===== src/rtl/mrrc_pkg.sv =====
`timescale 1ns / 1ps
// ----------------------------------------------------------------------------
// mrrc_pkg: shared types and constants of the reply checker
// Config and result records, status codes, register indexes, CRC-16 step.
// ----------------------------------------------------------------------------
package mrrc_pkg;

   localparam int unsigned MIN_REPLY_LEN   = 5;
   localparam int unsigned HEADER_LEN      = 5;   // addr, func, count, crc lo/hi
   localparam int unsigned WRITE_REPLY_LEN = 8;
   localparam int unsigned CRC_LEN         = 2;
   localparam int unsigned CSR_INDEX_W     = 8;
   localparam int unsigned CSR_DATA_W      = 8;

   localparam logic [15:0] CRC_INIT = 16'hFFFF;
   localparam logic [15:0] CRC_POLY = 16'hA001;
   localparam logic [7:0]  EXC_FLAG = 8'h80;
   localparam logic [15:0] COUNT_MAX = 16'hFFFF;

   localparam logic KIND_WORD   = 1'b0;
   localparam logic KIND_STATUS = 1'b1;
   localparam logic REPLY_READ  = 1'b0;

   typedef enum logic [CSR_INDEX_W-1:0] {
      CSR_EXPECTED_SLAVE    = 8'd0,
      CSR_EXPECTED_FUNCTION = 8'd1,
      CSR_EXPECTED_COUNT    = 8'd2,
      CSR_REPLY_KIND        = 8'd3
   } csr_index_type;

   typedef enum logic [2:0] {
      STATUS_OK        = 3'd0,
      STATUS_SHORT     = 3'd1,
      STATUS_CRC       = 3'd2,
      STATUS_ADDR      = 3'd3,
      STATUS_EXCEPTION = 3'd4,
      STATUS_FUNCTION  = 3'd5,
      STATUS_COUNT     = 3'd6,
      STATUS_BAD_ARG   = 3'd7
   } status_type;

   typedef struct packed {
      logic [7:0] expected_slave;
      logic [7:0] expected_function;
      logic [6:0] expected_count;
      logic       reply_kind;
   } cfg_type;

   typedef struct packed {
      logic       result_kind;
      logic [6:0] reg_index;
      logic [15:0] reg_value;
      status_type frame_status;
      logic [7:0] exception_code;
      logic       frame_done;
   } result_type;

   // Frame as seen once the current byte is taken in
   typedef struct packed {
      logic [16:0] frame_len;
      logic [15:0] crc_calc;
      logic [15:0] crc_rx;
      logic [7:0]  address_byte;
      logic [7:0]  function_byte;
      logic [7:0]  third_byte;
   } frame_view_type;

   // Reflected CRC-16, one byte
   function automatic logic [15:0] crc_byte(input logic [15:0] crc, input logic [7:0] b);
      logic [15:0] c;
      c = crc ^ {8'h00, b};
      for (int k = 0; k < 8; k++) begin
         c = c[0] ? ((c >> 1) ^ CRC_POLY) : (c >> 1);
      end
      return c;
   endfunction

endpackage


===== src/rtl/mrrc_status.sv =====
`timescale 1ns / 1ps
// ----------------------------------------------------------------------------
// mrrc_status: end-of-frame verdict
// Ordered checks over the completed frame; first failing check wins.
// ----------------------------------------------------------------------------
module mrrc_status
   import mrrc_pkg::*;
(
   input  frame_view_type view,
   input  cfg_type        cfg,
   output status_type     status,
   output logic [7:0]     exception_code
);

   logic [16:0] read_len_min;
   logic [7:0]  byte_count_exp;

   assign byte_count_exp = {cfg.expected_count, 1'b0};
   assign read_len_min   = 17'(HEADER_LEN) + {9'd0, byte_count_exp};

   always_comb begin
      exception_code = 8'h00;
      if (view.frame_len < 17'(MIN_REPLY_LEN)) begin
         status = STATUS_SHORT;
      end else if (view.crc_rx != view.crc_calc) begin
         status = STATUS_CRC;
      end else if (view.address_byte != cfg.expected_slave) begin
         status = STATUS_ADDR;
      end else if ((view.function_byte & EXC_FLAG) != 8'h00) begin
         if (view.frame_len < 17'(HEADER_LEN)) begin
            status = STATUS_SHORT;
         end else begin
            status         = STATUS_EXCEPTION;
            exception_code = view.third_byte;
         end
      end else if (view.function_byte != cfg.expected_function) begin
         status = STATUS_FUNCTION;
      end else if (cfg.reply_kind == REPLY_READ) begin
         if (cfg.expected_count == 7'd0) begin
            status = STATUS_BAD_ARG;
         end else if (view.frame_len < read_len_min) begin
            status = STATUS_SHORT;
         end else if (view.third_byte != byte_count_exp) begin
            status = STATUS_COUNT;
         end else begin
            status = STATUS_OK;
         end
      end else if (view.frame_len < 17'(WRITE_REPLY_LEN)) begin
         status = STATUS_SHORT;
      end else begin
         status = STATUS_OK;
      end
   end

endmodule


===== src/rtl/mrrc_frame.sv =====
`timescale 1ns / 1ps
// ----------------------------------------------------------------------------
// mrrc_frame: per-frame tracking
// Byte count, CRC over bytes leaving the two-byte hold pipe, header bytes,
// register word assembly and the result for the current byte.
// ----------------------------------------------------------------------------
module mrrc_frame
   import mrrc_pkg::*;
(
   input  logic       clock,
   input  logic       reset,
   input  logic       step,
   input  logic [7:0] rx_byte,
   input  logic       end_of_frame,
   input  cfg_type    cfg,
   output logic       has_result,
   output result_type result
);

   logic [15:0] count_ff, count_in;
   logic [15:0] crc_ff, crc_in;
   logic [7:0]  held0_ff, held0_in;
   logic [7:0]  held1_ff, held1_in;
   logic [7:0]  addr_ff, addr_in;
   logic [7:0]  func_ff, func_in;
   logic [7:0]  third_ff, third_in;
   logic [7:0]  high_ff, high_in;

   logic           word_byte;
   logic           word_ready;
   logic [14:0]    word_index;
   frame_view_type view;
   status_type     status;
   logic [7:0]     exc_code;

   assign crc_in   = (count_ff >= 16'(CRC_LEN)) ? crc_byte(crc_ff, held0_ff) : crc_ff;
   assign held0_in = held1_ff;
   assign held1_in = rx_byte;
   assign addr_in  = (count_ff == 16'd0) ? rx_byte : addr_ff;
   assign func_in  = (count_ff == 16'd1) ? rx_byte : func_ff;
   assign third_in = (count_ff == 16'd2) ? rx_byte : third_ff;
   assign count_in = (count_ff == COUNT_MAX) ? count_ff : count_ff + 16'd1;

   // data area starts at byte 3: odd positions carry the high byte
   assign high_in    = (count_ff >= 16'd3 && count_ff[0]) ? rx_byte : high_ff;
   assign word_byte  = (count_ff >= 16'd4) && !count_ff[0];
   assign word_index = 15'((count_ff - 16'd4) >> 1);
   assign word_ready = word_byte && (cfg.reply_kind == REPLY_READ)
                       && (word_index < {8'd0, cfg.expected_count});

   assign view.frame_len     = {1'b0, count_ff} + 17'd1;
   assign view.crc_calc      = crc_in;
   assign view.crc_rx        = {rx_byte, held1_ff};
   assign view.address_byte  = addr_in;
   assign view.function_byte = func_in;
   assign view.third_byte    = third_in;

   mrrc_status u_status (
      .view           (view),
      .cfg            (cfg),
      .status         (status),
      .exception_code (exc_code)
   );

   assign has_result = end_of_frame || word_ready;

   always_comb begin
      if (end_of_frame) begin
         result.result_kind    = KIND_STATUS;
         result.reg_index      = 7'd0;
         result.reg_value      = 16'd0;
         result.frame_status   = status;
         result.exception_code = exc_code;
         result.frame_done     = 1'b1;
      end else begin
         result.result_kind    = KIND_WORD;
         result.reg_index      = word_index[6:0];
         result.reg_value      = {high_ff, rx_byte};
         result.frame_status   = STATUS_OK;
         result.exception_code = 8'h00;
         result.frame_done     = 1'b0;
      end
   end

   always_ff @(posedge clock) begin
      if (reset || (step && end_of_frame)) begin
         count_ff <= 16'd0;
         crc_ff   <= CRC_INIT;
         held0_ff <= 8'h00;
         held1_ff <= 8'h00;
         addr_ff  <= 8'h00;
         func_ff  <= 8'h00;
         third_ff <= 8'h00;
         high_ff  <= 8'h00;
      end else if (step) begin
         count_ff <= count_in;
         crc_ff   <= crc_in;
         held0_ff <= held0_in;
         held1_ff <= held1_in;
         addr_ff  <= addr_in;
         func_ff  <= func_in;
         third_ff <= third_in;
         high_ff  <= high_in;
      end
   end

   a_eof_clears: assert property (@(posedge clock) disable iff (reset)
      step && end_of_frame |=> count_ff == 16'd0 && crc_ff == CRC_INIT)
      else $error("frame state not cleared after end of frame");

   a_count_steps: assert property (@(posedge clock) disable iff (reset)
      step && !end_of_frame && count_ff != COUNT_MAX |=> count_ff == $past(count_ff) + 16'd1)
      else $error("byte count did not advance");

   a_hold_pipe: assert property (@(posedge clock) disable iff (reset)
      step && !end_of_frame |=> held1_ff == $past(rx_byte) && held0_ff == $past(held1_ff))
      else $error("hold pipe out of step");

endmodule


===== config.mk =====
export PLATFORM = sky130hd
export DESIGN_NAME = mrrc_frame
export DESIGN_NICKNAME = d
export VERILOG_FILES = /design/src/rtl/mrrc_pkg.sv /design/src/rtl/mrrc_status.sv /design/src/rtl/mrrc_frame.sv
export SDC_FILE = /design/constraint.sdc
export NUM_CORES = 1
export LEC_CHECK = 0
export BUFFER_PORTS_ARGS = -buffer_cell sky130_fd_sc_hd__buf_2
export CAP_MARGIN = 15
export CORE_ASPECT_RATIO = 0.5
export CORE_MARGIN = 3
export CORE_UTILIZATION = 50
export CTS_BUF_LIST = sky130_fd_sc_hd__clkbuf_4 sky130_fd_sc_hd__clkbuf_8 sky130_fd_sc_hd__clkbuf_16
export CTS_CLUSTER_SIZE = 16
export DETAILED_ROUTE_END_ITERATION = 8
export PLACE_DENSITY = 0.81
export SLEW_MARGIN = 20
export SYNTH_ARGS = -nofsm -noshare
export SYNTH_HDL_FRONTEND = slang
export SYNTH_SLANG_ARGS = --single-unit

===== constraint.sdc =====
create_clock -name clock -period 4.4 [get_ports clock]
set_clock_uncertainty 0.2 [all_clocks]
set_input_delay 0.88 -clock clock [delete_from_list [all_inputs] [get_ports clock]]
set_output_delay 0.88 -clock clock [all_outputs]
set_load 0.005 [all_outputs]

==> run_results.csv <==
group,metric,value,unit
drt,vias,5758,
run_status,violations,"negative setup slack",
floorplan,core,11200,um^2
drt,firstDrtPassIters,5,
layout,instances_no_fill,972,
synthesis,ys_warn_count,0,
critical_path,cp_top_family,"compound AO/OA/AOI/OAI gates",
clock_network,cts_buffers,9,
grt,antenna_found_initial,0,
hold_path,hold_class,"reg -> reg",
placement,dp_hpwl,12100,um
hold_path,hold_path_depth,2,
synthesis,synth_top_area_cell,"dfxtp_1",
critical_path,critPathCaptureType,"output pin",
layout,area_growth,25.6,%
drt,drt-initial-drc-count,608,
critical_path,cp.arrival,3370,ps
critical_path,slowest_delay,390,ps
critical_path,required,3320,ps
critical_path,r2r_cells,6,
drt,ant_nets,0,
critical_path,crit_chain,"buf_12, ha_4, and4_2, nand3_2, xnor2_2, ha_1, o2111ai_2, a21oi_2, a211o_1, nor3_2, buf_4, a221o_1, nor3_1, o21ba_1, buf_2",
clock_network,clock-sinks,80,
floorplan,start_util,52.2,%
synthesis,synth.avg_cell_area,8.15,um^2
placement,portBuffers,72,
pwr,peakVddDrop,0.159,mV
grt,met2_usage,42.6,%
synthesis,yosysMostFrequentCell,"nor2_1",
layout,drive_above_1_share,27.4,%
floorplan,std_cell_rows,27,
synthesis,syn_inst,716,
synthesis,yosys_register_bits,80,
timing,finalSetupViolations,1,
floorplan,io_pins,73,
synthesis,synth_edf_count,0,
synthesis,syn_area,5830,um^2
floorplan,die-width,159,um
placement,placed_cell_area,6520,um^2
clock_network,root_buffer,"clkbuf_16",
grt,met3_usage,5.68,%
clock_network,cts_tree,"built",
critical_path,cp_max_fo,5,
synthesis,synth_nets,774,
pwr,leakage,0.00332,uW
grt,grt_max_degree,37,
critical_path,crit_buf_inv,3,
synthesis,synth.distinct_cells,73,
grt,overflow,0,
drt,post_drt_wl_per_cell,18.2,um
drt,post-route-drc-count,0,
timing,worst_pin_slew,975,ps
grt,grt_pass1_vias,5266,
layout,fin_area,7330,um^2
synthesis,yosysTopAreaCellShare,27.5,%
run_status,status,"finished with violations",
synthesis,ys_seq_area_share,27.5,%
grt,use_met1,31.8,%
critical_path,start_kind,"flop",
placement,placed_cells,943,
grt,grt_usage,25.1,%
timing,hold_violations,0,
timing,drv_slew,0,
synthesis,synthTopCellsByCount,"87 x nor2_1, 80 x dfxtp_1, 74 x nand2_1",
placement,gp_congestion,0.959,
grt,grt_pass1_wl,26500,um
clock_network,clkLatencyLatePin,340,ps
drt,vias_per_cell,5.92,
flow_run,maxCapViolCount,0,
synthesis,async_flop_share,0,%
timing,fin_crit_sh,101,%
grt,grt_busiest_layer,"met2",
synthesis,yosys-top-cells-area,"dfxtp_1 27%, mux2i_1 9.8%, xnor2_1 7.1%, nor2_1 5.6%, xor2_1 4.8%",
clock_network,clk_pin_slew_worst_paths,60,ps
timing,fmax,0.225,GHz
critical_path,path_class,"reg -> out",
layout,num-nets-final,866,
floorplan,die_area,13100,um^2
timing,rsz0062_at_grt,"yes",
timing,final.setup.worst_slack,-48.1,ps
clock_network,htreeDepth,3,
synthesis,synthFlopType,"dfxtp_1",
floorplan,die_h,82.4,um
critical_path,critical_path_cell_count,15,
clock_network,clockBufferDepth,2,
layout,finish.utilization,65.5,%
timing,slew_headroom,34.8,%
timing,finalCriticalPeriod,4450,ps
critical_path,cpMaxStageDelayCell,"dfxtp_4",
layout,insertedDiodeCount,0,
drt,totalWireLength,17700,um
pwr,powerDensity,266,nW/um^2
-- worst register-to-register path, delay by kind of cell, from the launching register on --
| family | cells | cell delay (ps) |
|---|---|---|
| and+or+nand+nor | 4 | 1660 |
| DFF | 1 | 400 |
| muxes | 1 | 290 |
| buffers and inverters | 1 | 180 |
-- registers in the layout (all words and copies together) (netlist names) --
| register | flops |
|---|---|
| held0_ff | 8 |
| held0_in | 8 |
| third_ff | 8 |
| count_ff | 16 |
| addr_ff | 8 |
| high_ff | 8 |
| crc_ff | 16 |
| func_ff | 8 |
-- per-stage QoR --
stage	hold WS, ps	total power [uW]	setup slack [ps]	setup TNS [ps]
floorplan	231	1010	237	0
global placement	243	1120	31.3	0
detailed placement	250	1120	17.2	0
CTS	258	1920	-2.63	-2.63
global route	290	2020	-195	-463
finish	260	1950	-48.1	-48.1
-- layer usage --
metal | vias up | wire length, um
li1 | 2694 | -
met1 | 2715 | 7270
met2 | 296 | 8450
met3 | 53 | 1530
met4 | 0 | 444
met5 | - | 0
-- repair_timing --
item | 4_1_cts | 5_1_grt
gates cloned | 0 | 1
setup endpoints to repair | 8 | 11
pin swaps | 3 | 25
gates resized for setup | 12 | 72
hold buffers | 0 | 0
buffers inserted | 1 | 11
-- where the power goes --
group | total, uW | switching, uW | internal, uW
sequential | 761 | 21.5 | 739
clock | 795 | 332 | 463
combinational | 391 | 216 | 174
total | 1950 | 569 | 1380
-- worst paths after layout --
kind                                   end        start  slack, ps
worst max-delay path            result[10]  count_ff[0]        -50
worst min register to register  func_ff[2]   func_ff[2]        260
worst min-delay path            func_ff[2]   func_ff[2]        260
worst max register to register  addr_ff[6]  count_ff[4]       1540
-- cells in the final DEF, fill, tap and decap left out, types with 7 or more instances in the layout --
master     count
a21oi_1       22
and2_1         9
buf_2         71
buf_4         54
clkbuf_16      9
dfxtp_1       68
ha_1          16
inv_1         31
mux2i_1       55
nand2_1       73
nand3_1       14
nand4_1       15
nor2_1        85
nor2b_1       16
nor3_1        15
nor4_1         8
o211ai_1      14
o21ai_0        7
xnor2_1       42
xor2_1        31
-- layout make-up --
| cell class | instances | area (um^2) |
|---|---|---|
| repair buffers | 126 | 781 |
| multi-input cells | 555 | 4270 |
| clock inverters | 6 | 73.8 |
| inverters | 36 | 139 |
| fillers | 858 | 3850 |
| clock buffers | 10 | 239 |
| flip-flops and latches | 80 | 1630 |
| well taps | 159 | 199 |
-- logic make-up (layout without fill, tap and decap cells) --
family,after synthesis,in the layout,synth area share (%)
compound gates,109,109,13.8
xor+xnor,86,86,14.4
fa+ha+maj,22,22,4.72
buf+inv,82,178,5.53
flops,80,80,27.5
mux,58,58,9.97
simple gates,279,280,24.2
Power figures use the tool's default switching activity.
